### src/design/sss_pkg.sv
// Package for the sensor to servo smoother: default sizes, reset values,
// configuration register indexes and the configuration struct.
// No dependencies.
package sss_pkg;

    localparam int BLOCK_SAMPLES_DEF = 25;
    localparam int WINDOW_TAPS_DEF   = 10;
    localparam int SAMPLE_BITS_DEF   = 12;
    localparam int PULSE_W           = 16;
    localparam int QUEUE_DEPTH       = 2;

    localparam logic [PULSE_W-1:0] PULSE_AT_ZERO_RST = 16'd3800;
    localparam logic [PULSE_W-1:0] PULSE_AT_FULL_RST = 16'd1835;
    localparam logic [PULSE_W-1:0] RING_RST          = 16'd1835;

    localparam int CFG_IDX_W = 1;
    localparam logic [CFG_IDX_W-1:0] CFG_PULSE_AT_ZERO = 1'b0;
    localparam logic [CFG_IDX_W-1:0] CFG_PULSE_AT_FULL = 1'b1;

    typedef struct packed {
        logic [PULSE_W-1:0] pulse_at_zero;
        logic [PULSE_W-1:0] pulse_at_full;
    } cfg_t;

endpackage

### src/design/sss_ram.sv
// Generic single-write, single-read RAM with registered read data.
// No dependencies.
module sss_ram #(
    parameter int WIDTH = 16,
    parameter int DEPTH = 10
) (
    input  logic                                      clk,
    input  logic                                      wr_en,
    input  logic [((DEPTH > 1) ? $clog2(DEPTH) : 1)-1:0] wr_addr,
    input  logic [WIDTH-1:0]                          wr_data,
    input  logic                                      rd_en,
    input  logic [((DEPTH > 1) ? $clog2(DEPTH) : 1)-1:0] rd_addr,
    output logic [WIDTH-1:0]                          rd_data
);

    logic [WIDTH-1:0] mem_reg [DEPTH];
    logic [WIDTH-1:0] rd_data_reg;

    always_ff @(posedge clk)
    begin
        if (wr_en)
        begin
            mem_reg[wr_addr] <= wr_data;
        end
        if (rd_en)
        begin
            rd_data_reg <= mem_reg[rd_addr];
        end
    end

    assign rd_data = rd_data_reg;

endmodule

### src/design/sss_front.sv
// Front end: accepts samples and sums them into blocks; pushes each
// finished block sum into the queue. Depends on nothing else.
module sss_front #(
    parameter int BLOCK_SAMPLES = 25,
    parameter int SAMPLE_BITS   = 12
) (
    input  logic                                          clk,
    input  logic                                          rst_n,
    input  logic                                          in_valid,
    output logic                                          in_stall,
    input  logic [SAMPLE_BITS-1:0]                        sample,
    input  logic                                          q_full,
    output logic                                          push,
    output logic [SAMPLE_BITS+$clog2(BLOCK_SAMPLES)-1:0]  push_sum
);

    localparam int SUM_W = SAMPLE_BITS + $clog2(BLOCK_SAMPLES);
    localparam int CNT_W = ($clog2(BLOCK_SAMPLES) > 0) ? $clog2(BLOCK_SAMPLES) : 1;

    logic [CNT_W-1:0] count_reg;
    logic [SUM_W-1:0] sum_reg;
    logic [SUM_W-1:0] sum_next;
    logic             last;
    logic             accept;

    assign last     = (count_reg == CNT_W'(BLOCK_SAMPLES - 1));
    assign in_stall = q_full && last;
    assign accept   = in_valid && !in_stall;
    assign sum_next = sum_reg + SUM_W'(sample);
    assign push     = accept && last;
    assign push_sum = sum_next;

    always_ff @(posedge clk or negedge rst_n)
    begin
        if (!rst_n)
        begin
            count_reg <= '0;
            sum_reg   <= '0;
        end
        else if (accept)
        begin
            if (last)
            begin
                count_reg <= '0;
                sum_reg   <= '0;
            end
            else
            begin
                count_reg <= count_reg + 1'b1;
                sum_reg   <= sum_next;
            end
        end
    end

endmodule

### src/design/sss_queue.sv
// Short register queue that holds block sums between front and back end.
// No dependencies.
module sss_queue #(
    parameter int WIDTH = 17,
    parameter int DEPTH = 2
) (
    input  logic             clk,
    input  logic             rst_n,
    input  logic             push,
    input  logic [WIDTH-1:0] push_data,
    input  logic             pop,
    output logic             full,
    output logic             valid,
    output logic [WIDTH-1:0] data
);

    localparam int PTR_W = (DEPTH > 1) ? $clog2(DEPTH) : 1;
    localparam int CNT_W = $clog2(DEPTH + 1);

    logic [WIDTH-1:0] entry_reg [DEPTH];
    logic [PTR_W-1:0] wr_ptr_reg;
    logic [PTR_W-1:0] rd_ptr_reg;
    logic [CNT_W-1:0] count_reg;
    logic             do_push;
    logic             do_pop;

    assign full    = (count_reg == CNT_W'(DEPTH));
    assign valid   = (count_reg != '0);
    assign data    = entry_reg[rd_ptr_reg];
    assign do_push = push && !full;
    assign do_pop  = pop && valid;

    always_ff @(posedge clk)
    begin
        if (do_push)
        begin
            entry_reg[wr_ptr_reg] <= push_data;
        end
    end

    always_ff @(posedge clk or negedge rst_n)
    begin
        if (!rst_n)
        begin
            wr_ptr_reg <= '0;
            rd_ptr_reg <= '0;
            count_reg  <= '0;
        end
        else
        begin
            if (do_push)
            begin
                wr_ptr_reg <= (wr_ptr_reg == PTR_W'(DEPTH - 1)) ? '0 : wr_ptr_reg + 1'b1;
            end
            if (do_pop)
            begin
                rd_ptr_reg <= (rd_ptr_reg == PTR_W'(DEPTH - 1)) ? '0 : rd_ptr_reg + 1'b1;
            end
            if (do_push && !do_pop)
            begin
                count_reg <= count_reg + 1'b1;
            end
            else if (do_pop && !do_push)
            begin
                count_reg <= count_reg - 1'b1;
            end
        end
    end

endmodule

### src/design/sss_back.sv
// Back end: per block sum, divide to the average, map onto the pulse range,
// update the window ring and emit the window mean. Depends on sss_pkg, sss_ram.
module sss_back #(
    parameter int BLOCK_SAMPLES = 25,
    parameter int WINDOW_TAPS   = 10,
    parameter int SAMPLE_BITS   = 12
) (
    input  logic                                         clk,
    input  logic                                         rst_n,
    input  sss_pkg::cfg_t                                cfg,
    input  logic                                         q_valid,
    input  logic [SAMPLE_BITS+$clog2(BLOCK_SAMPLES)-1:0] q_data,
    output logic                                         pop,
    output logic                                         out_valid,
    input  logic                                         out_stall,
    output logic [sss_pkg::PULSE_W-1:0]                  pulse_width,
    output logic [SAMPLE_BITS-1:0]                       block_average
);

    import sss_pkg::*;

    localparam int SUM_W = SAMPLE_BITS + $clog2(BLOCK_SAMPLES);
    localparam int S1    = SUM_W + $clog2(BLOCK_SAMPLES);
    localparam int P1_W  = 2 * SUM_W + 1;
    localparam logic [63:0] M1_FULL =
        ((64'd1 << S1) + 64'(BLOCK_SAMPLES) - 64'd1) / 64'(BLOCK_SAMPLES);
    localparam logic [SUM_W:0] M1 = M1_FULL[SUM_W:0];

    localparam int MAP_W      = SAMPLE_BITS + PULSE_W;
    localparam int FULL_SCALE = (1 << SAMPLE_BITS) - 1;
    localparam int S2         = MAP_W + SAMPLE_BITS;
    localparam int P2_W       = 2 * MAP_W + 1;
    localparam logic [63:0] M2_FULL =
        ((64'd1 << S2) + 64'(FULL_SCALE) - 64'd1) / 64'(FULL_SCALE);
    localparam logic [MAP_W:0] M2 = M2_FULL[MAP_W:0];

    localparam int TAP_BITS = $clog2(WINDOW_TAPS);
    localparam int POS_W    = (TAP_BITS > 0) ? TAP_BITS : 1;
    localparam int TOT_W    = PULSE_W + TAP_BITS;
    localparam int S3       = TOT_W + TAP_BITS;
    localparam int P3_W     = 2 * TOT_W + 1;
    localparam logic [63:0] M3_FULL =
        ((64'd1 << S3) + 64'(WINDOW_TAPS) - 64'd1) / 64'(WINDOW_TAPS);
    localparam logic [TOT_W:0] M3 = M3_FULL[TOT_W:0];
    localparam logic [TOT_W-1:0] TOTAL_RST = TOT_W'(WINDOW_TAPS * int'(RING_RST));

    localparam logic [2:0] ST_IDLE = 3'd0;
    localparam logic [2:0] ST_DIV1 = 3'd1;
    localparam logic [2:0] ST_MUL  = 3'd2;
    localparam logic [2:0] ST_DIV2 = 3'd3;
    localparam logic [2:0] ST_MAP  = 3'd4;
    localparam logic [2:0] ST_RING = 3'd5;
    localparam logic [2:0] ST_MEAN = 3'd6;
    localparam logic [2:0] ST_OUT  = 3'd7;

    logic [2:0]             state_reg;
    logic [2:0]             state_next;
    logic [P1_W-1:0]        prod1_reg;
    logic [SAMPLE_BITS-1:0] avg_reg;
    logic                   neg_reg;
    logic [PULSE_W-1:0]     mag_reg;
    logic [MAP_W-1:0]       mprod_reg;
    logic [P2_W-1:0]        prod2_reg;
    logic [PULSE_W-1:0]     mapped_reg;
    logic [PULSE_W-1:0]     mapped_next;
    logic [P3_W-1:0]        prod3_reg;
    logic [POS_W-1:0]       pos_reg;
    logic [POS_W-1:0]       pos_next;
    logic [WINDOW_TAPS-1:0] valid_reg;
    logic [TOT_W-1:0]       total_reg;
    logic [TOT_W-1:0]       total_next;
    logic                   out_valid_reg;
    logic [PULSE_W-1:0]     pulse_width_reg;
    logic [SAMPLE_BITS-1:0] block_average_reg;

    logic [PULSE_W:0]       span;
    logic [PULSE_W:0]       span_neg;
    logic [PULSE_W-1:0]     scaled;
    logic [PULSE_W-1:0]     ring_rd_data;
    logic [PULSE_W-1:0]     old_entry;
    logic                   out_free;
    logic                   load_out;

    assign span        = {1'b0, cfg.pulse_at_full} - {1'b0, cfg.pulse_at_zero};
    assign span_neg    = ~span + 1'b1;
    assign scaled      = prod2_reg[S2 +: PULSE_W];
    assign mapped_next = neg_reg ? (cfg.pulse_at_zero - scaled) : (cfg.pulse_at_zero + scaled);
    assign old_entry   = valid_reg[pos_reg] ? ring_rd_data : RING_RST;
    assign total_next  = total_reg - TOT_W'(old_entry) + TOT_W'(mapped_reg);
    assign pos_next    = (pos_reg == POS_W'(WINDOW_TAPS - 1)) ? '0 : pos_reg + 1'b1;
    assign out_free    = !out_valid_reg || !out_stall;
    assign pop         = (state_reg == ST_IDLE) && q_valid;
    assign load_out    = (state_reg == ST_OUT) && out_free;

    always_comb
    begin
        state_next = state_reg;
        unique case (state_reg)
            ST_IDLE: if (q_valid) state_next = ST_DIV1;
            ST_DIV1: state_next = ST_MUL;
            ST_MUL:  state_next = ST_DIV2;
            ST_DIV2: state_next = ST_MAP;
            ST_MAP:  state_next = ST_RING;
            ST_RING: state_next = ST_MEAN;
            ST_MEAN: state_next = ST_OUT;
            ST_OUT:  if (out_free) state_next = ST_IDLE;
            default: state_next = ST_IDLE;
        endcase
    end

    sss_ram #(
        .WIDTH(PULSE_W),
        .DEPTH(WINDOW_TAPS)
    ) u_ring (
        .clk    (clk),
        .wr_en  (state_reg == ST_RING),
        .wr_addr(pos_reg),
        .wr_data(mapped_reg),
        .rd_en  (state_reg == ST_DIV1),
        .rd_addr(pos_reg),
        .rd_data(ring_rd_data)
    );

    always_ff @(posedge clk)
    begin
        unique case (state_reg)
            ST_IDLE: prod1_reg <= P1_W'(q_data) * P1_W'(M1);
            ST_DIV1:
            begin
                avg_reg <= prod1_reg[S1 +: SAMPLE_BITS];
                neg_reg <= span[PULSE_W];
                mag_reg <= span[PULSE_W] ? span_neg[PULSE_W-1:0] : span[PULSE_W-1:0];
            end
            ST_MUL:  mprod_reg  <= MAP_W'(avg_reg) * MAP_W'(mag_reg);
            ST_DIV2: prod2_reg  <= P2_W'(mprod_reg) * P2_W'(M2);
            ST_MAP:  mapped_reg <= mapped_next;
            ST_RING: ;
            ST_MEAN: prod3_reg  <= P3_W'(total_reg) * P3_W'(M3);
            ST_OUT:
            begin
                if (out_free)
                begin
                    pulse_width_reg   <= prod3_reg[S3 +: PULSE_W];
                    block_average_reg <= avg_reg;
                end
            end
            default: ;
        endcase
    end

    always_ff @(posedge clk or negedge rst_n)
    begin
        if (!rst_n)
        begin
            state_reg     <= ST_IDLE;
            pos_reg       <= '0;
            valid_reg     <= '0;
            total_reg     <= TOTAL_RST;
            out_valid_reg <= 1'b0;
        end
        else
        begin
            state_reg <= state_next;
            if (state_reg == ST_RING)
            begin
                total_reg          <= total_next;
                valid_reg[pos_reg] <= 1'b1;
                pos_reg            <= pos_next;
            end
            if (load_out)
            begin
                out_valid_reg <= 1'b1;
            end
            else if (!out_stall)
            begin
                out_valid_reg <= 1'b0;
            end
        end
    end

    assign out_valid     = out_valid_reg;
    assign pulse_width   = pulse_width_reg;
    assign block_average = block_average_reg;

endmodule

### src/design/sensor_to_servo_smoother_top.sv
// Result path: a block sum passes the queue, then back-end states IDLE, DIV1,
// MUL, DIV2, MAP, RING, MEAN and OUT. One sample word per cycle while in_stall
// is low; the back end takes a new block sum only after OUT of the previous one.
// Reset (async, rst_n low): block sum and count clear, ring entries read as
// 1835 until written, ring total 1835 per tap, registers to 3800 and 1835.
// Depends on sss_pkg, sss_front, sss_queue, sss_back.
module sensor_to_servo_smoother_top #(
    parameter int BLOCK_SAMPLES = sss_pkg::BLOCK_SAMPLES_DEF,
    parameter int WINDOW_TAPS   = sss_pkg::WINDOW_TAPS_DEF,
    parameter int SAMPLE_BITS   = sss_pkg::SAMPLE_BITS_DEF
) (
    input  logic                          clk,
    input  logic                          rst_n,
    input  logic                          cfg_wr_en,
    input  logic [sss_pkg::CFG_IDX_W-1:0] cfg_index,
    input  logic [sss_pkg::PULSE_W-1:0]   cfg_data,
    input  logic                          in_valid,
    output logic                          in_stall,
    input  logic [SAMPLE_BITS-1:0]        sample,
    output logic                          out_valid,
    input  logic                          out_stall,
    output logic [sss_pkg::PULSE_W-1:0]   pulse_width,
    output logic [SAMPLE_BITS-1:0]        block_average
);

    import sss_pkg::*;

    localparam int SUM_W = SAMPLE_BITS + $clog2(BLOCK_SAMPLES);

    cfg_t             cfg_reg;
    logic             push;
    logic [SUM_W-1:0] push_sum;
    logic             q_full;
    logic             q_valid;
    logic [SUM_W-1:0] q_data;
    logic             pop;

    always_ff @(posedge clk or negedge rst_n)
    begin
        if (!rst_n)
        begin
            cfg_reg.pulse_at_zero <= PULSE_AT_ZERO_RST;
            cfg_reg.pulse_at_full <= PULSE_AT_FULL_RST;
        end
        else if (cfg_wr_en)
        begin
            unique case (cfg_index)
                CFG_PULSE_AT_ZERO: cfg_reg.pulse_at_zero <= cfg_data;
                CFG_PULSE_AT_FULL: cfg_reg.pulse_at_full <= cfg_data;
                default: ;
            endcase
        end
    end

    sss_front #(
        .BLOCK_SAMPLES(BLOCK_SAMPLES),
        .SAMPLE_BITS  (SAMPLE_BITS)
    ) u_front (
        .clk     (clk),
        .rst_n   (rst_n),
        .in_valid(in_valid),
        .in_stall(in_stall),
        .sample  (sample),
        .q_full  (q_full),
        .push    (push),
        .push_sum(push_sum)
    );

    sss_queue #(
        .WIDTH(SUM_W),
        .DEPTH(QUEUE_DEPTH)
    ) u_queue (
        .clk      (clk),
        .rst_n    (rst_n),
        .push     (push),
        .push_data(push_sum),
        .pop      (pop),
        .full     (q_full),
        .valid    (q_valid),
        .data     (q_data)
    );

    sss_back #(
        .BLOCK_SAMPLES(BLOCK_SAMPLES),
        .WINDOW_TAPS  (WINDOW_TAPS),
        .SAMPLE_BITS  (SAMPLE_BITS)
    ) u_back (
        .clk          (clk),
        .rst_n        (rst_n),
        .cfg          (cfg_reg),
        .q_valid      (q_valid),
        .q_data       (q_data),
        .pop          (pop),
        .out_valid    (out_valid),
        .out_stall    (out_stall),
        .pulse_width  (pulse_width),
        .block_average(block_average)
    );

endmodule

### config.mk
export PLATFORM = sky130hd
export DESIGN_NAME = sensor_to_servo_smoother_top
export DESIGN_NICKNAME = d
export VERILOG_FILES = /design/src/design/sss_pkg.sv /design/src/design/sss_ram.sv /design/src/design/sss_front.sv /design/src/design/sss_queue.sv /design/src/design/sss_back.sv /design/src/design/sensor_to_servo_smoother_top.sv
export SDC_FILE = /design/constraint.sdc
export NUM_CORES = 2
export LEC_CHECK = 0
export BUFFER_PORTS_ARGS = -buffer_cell sky130_fd_sc_hd__buf_2
export CAP_MARGIN = 20
export CELL_PAD_IN_SITES_DETAIL_PLACEMENT = 1
export CELL_PAD_IN_SITES_GLOBAL_PLACEMENT = 2
export CORE_ASPECT_RATIO = 1.4
export CORE_MARGIN = 8
export CORE_UTILIZATION = 48
export CTS_CLUSTER_DIAMETER = 100
export CTS_CLUSTER_SIZE = 16
export DETAILED_ROUTE_END_ITERATION = 8
export GPL_TIMING_DRIVEN = 0
export PLACE_DENSITY = 0.84
export SLEW_MARGIN = 20
export SYNTH_ARGS = -nofsm -noshare
export SYNTH_HDL_FRONTEND = slang
export SYNTH_SLANG_ARGS = --single-unit
### constraint.sdc
create_clock -name clk -period 17.5 [get_ports clk]
set_input_delay 0.875 -clock clk [delete_from_list [all_inputs] [get_ports clk]]
set_output_delay 0.875 -clock clk [all_outputs]
set_load 0.01 [all_outputs]
==> results.sh <==
export IMPL_cts_path_max_buffers=3
export IMPL_wl_per_cell_microns=21.0
export IMPL_worstPathRequired_ns=17.88
export IMPL_synth_top_area_share_pct=26.2
export IMPL_synth_area_top_cells="edfxtp_1, fa_1, ha_1"
export IMPL_status="complete, no violations"
export IMPL_largest_register_ffs=160
export IMPL_rows=126
export IMPL_synthCells=3585
export IMPL_top_usage_layer="met2"
export IMPL_postCtsResizedCells=0
export IMPL_overflow=0
export IMPL_path_clk_slew_ns=0.08
export IMPL_ys_flop_type="edfxtp_1"
export IMPL_crit_type="flip-flop to flip-flop"
export IMPL_routed_wirelength_microns=101000
export IMPL_skew_ns=0.0228
export IMPL_grt_pass1_vias=29600
export IMPL_yosysTopAreaCell="edfxtp_1"
export IMPL_finalSetupTns_ns=0
export IMPL_n_fill_cell=9046
export IMPL_grt_use_met1_pct=25.8
export IMPL_slew_headroom_pct=35.6
export IMPL_cts_tree="yes"
export IMPL_dieArea_sq_um=94500
export IMPL_ys_top_cells_by_count="inv_1, ha_1, fa_1, edfxtp_1, nand2_1"
export IMPL_cts_hold_buf=0
export IMPL_grt_use_met3_pct=1.87
export IMPL_postRouteAntennaNets=0
export IMPL_htree_levels=2
export IMPL_die_w_microns=262
export IMPL_area_delta_synth_final_pct=7.50
export IMPL_clock_latency_ns=0.58
export IMPL_dr_pass1_iters=4
export IMPL_drive_gt1_share_pct=6.97
export IMPL_synth_edf_count=355
export IMPL_regArea_sq_um=13100
export IMPL_cp_end_kind="flip-flop"
export IMPL_synth_most_common_cell="inv_1"
export IMPL_drv_slew=0
export IMPL_async_flop_share_pct=21.3
export IMPL_nets=4781
export IMPL_clockRootBuffer="clkbuf_16"
export IMPL_antenna_found_initial=5
export IMPL_synth_ff_latch_count=451
export IMPL_via_per_inst=5.38
export IMPL_tightestPinTransition_ns=0.967
export IMPL_gp_congestion=0.874
export IMPL_hpwlAfterDp_microns=84200
export IMPL_crit_arrival_ns=9.02
export IMPL_syn_num_nets=4660
export IMPL_max_cap_violations=0
export IMPL_grt_first_pass_wirelength_microns=162000
export IMPL_postCtsSetupRepairBufs=0
export IMPL_coreArea_sq_um=84200
export IMPL_synth_cell_types=74
export IMPL_multi_input_area_sq_um=24700
export IMPL_yosysSeqAreaShare_pct=32.2
export IMPL_syn_area_sq_um=40700
export IMPL_io_buffers=63
export IMPL_grt_start_max_net_pins=65
export IMPL_yosys_warnings=0
export IMPL_setup_violations=0
export IMPL_cts_made_buffers=35
export IMPL_clock_sinks=451
export IMPL_finalHoldViolCount=0
export IMPL_path_max_fanout=10
export IMPL_crit_path_start_kind="flip-flop"
export IMPL_hold_path_class="primary input to async pin"
export IMPL_start_util_pct=48.3
export IMPL_final_min_clock_period_ns=8.64
export IMPL_via_count=26000
export IMPL_pin_count=64
export IMPL_route_detailed_drc=0
export IMPL_avgSynthCellArea_sq_um=11.3
export IMPL_track_usage_pct=21.9
export IMPL_fmax_mhz=116
export IMPL_met2_usage_pct=41.5
export IMPL_die_height_microns=360
export IMPL_drt_iter0_drc=1214
export IMPL_rsz0062_at_grt="no"
export IMPL_fin_crit_sh_pct=49.4
[per-stage QoR]
| stage | instance area [sq um] | utilization (%) | cells | hold slack, ns | worst slack [ns] |
|---|---|---|---|---|---|
| after floorplan | 40700 | - | 3585 | 0.400 | 10.09 |
| after global placement | 42400 | 50.3 | 4736 | 0.402 | 8.95 |
| after detailed placement | 42700 | 50.7 | 4757 | 0.405 | 8.77 |
| after CTS | 43700 | 52.0 | 4820 | 0.177 | 8.71 |
| after global routing | 43700 | 52.0 | 4821 | 0.196 | 8.41 |
| final | 43700 | 52.0 | 4821 | 0.196 | 8.86 |
[routing by layer]
layer  part of all wire, %  wire length (microns)
met3                   1.8                   1850
met4                   3.4                   3410
met5                     0                      0
met1                    40                  40900
met2                    54                  55000
[final cells by class]
| type | count | share of cell area, % |
|---|---|---|
| multi-input combinational | 2341 | 56.4 |
| sequential | 451 | 29.9 |
| inverter | 723 | 6.20 |
| tap | 1088 | 3.11 |
| clock buffer | 56 | 2.18 |
| timing repair buffer | 84 | 1.31 |
| buffer | 70 | 0.604 |
| clock inverter | 7 | 0.215 |
| antenna | 1 | 0.00572 |
[path summary, 6_finish.rpt]
path,from,slack [ns],end,cells after the start
worst max register to register,u_queue.rd_ptr_reg$_DFFE_PN0P_,8.86,u_back.prod1_reg[33]$_DFFE_PN_,24
worst min-delay path,rst_n,0.20,u_back.total_reg[4]$_DFFE_PN0P_,1
worst max-delay path,u_queue.rd_ptr_reg$_DFFE_PN0P_,8.86,u_back.prod1_reg[33]$_DFFE_PN_,24
worst min register to register,u_back.prod3_reg[24]$_DFFE_PP_,0.42,u_back.pulse_width[0]$_DFFE_PP_,0
min in group clk,u_back.prod3_reg[24]$_DFFE_PP_,0.42,u_back.pulse_width[0]$_DFFE_PP_,0
max in group asynchronous,rst_n,16.55,cfg_reg[23]$_DFFE_PN1P_,2
[worst max-delay path, stage by stage (launching register included)]
cell and delay (ns):
dfrtp_1 0.34, clkbuf_1 0.45, clkbuf_1 0.64, mux2i_1 0.59
inv_1 0.31, fa_1 0.66, inv_1 0.08, fa_1 0.52
inv_1 0.06, fa_1 0.53, fa_1 0.44, fa_1 0.54
inv_1 0.05, fa_1 0.53, inv_1 0.04, ha_1 0.27
nand2_1 0.08, nor3_1 0.49, o211ai_1 0.36, a21oi_1 0.45
o2111ai_1 0.23, a21oi_1 0.23, a2111o_1 0.17, a21oi_1 0.09
xnor2_1 0.26
[logic make-up (layout without fill, tap and decap cells)]
group                    after synthesis  count (layout)  synth area share, %
XOR/XNOR                             165             165                 3.59
AO/OA/AOI/OAI                        405             405                 6.41
adder cells (fa/ha/maj)             1041            1041                 39.6
multiplexers                          86              86                 3.23
other                                  0               1                    0
buffers and inverters                793             940                 7.32
AND/OR/NAND/NOR                      644             644                 7.67
flip-flops                           451             451                 32.2
[layout by cell type (no fill, tap or decap), drive strengths merged, types with 37 or more instances in the layout]
cell type,n
nor2b,38
ha,629
fa,412
a21oi,114
buf,90
inv,726
edfxtp,355
nor3,38
o21ai,99
and2,93
dfrtp,73
clkbuf,120
a21o,37
xor2,63
nor2,97
xnor2,101
nand2,250
Power is not shown: default switching activity piles up to over one toggle a cycle in this logic, so the estimate is an artifact.
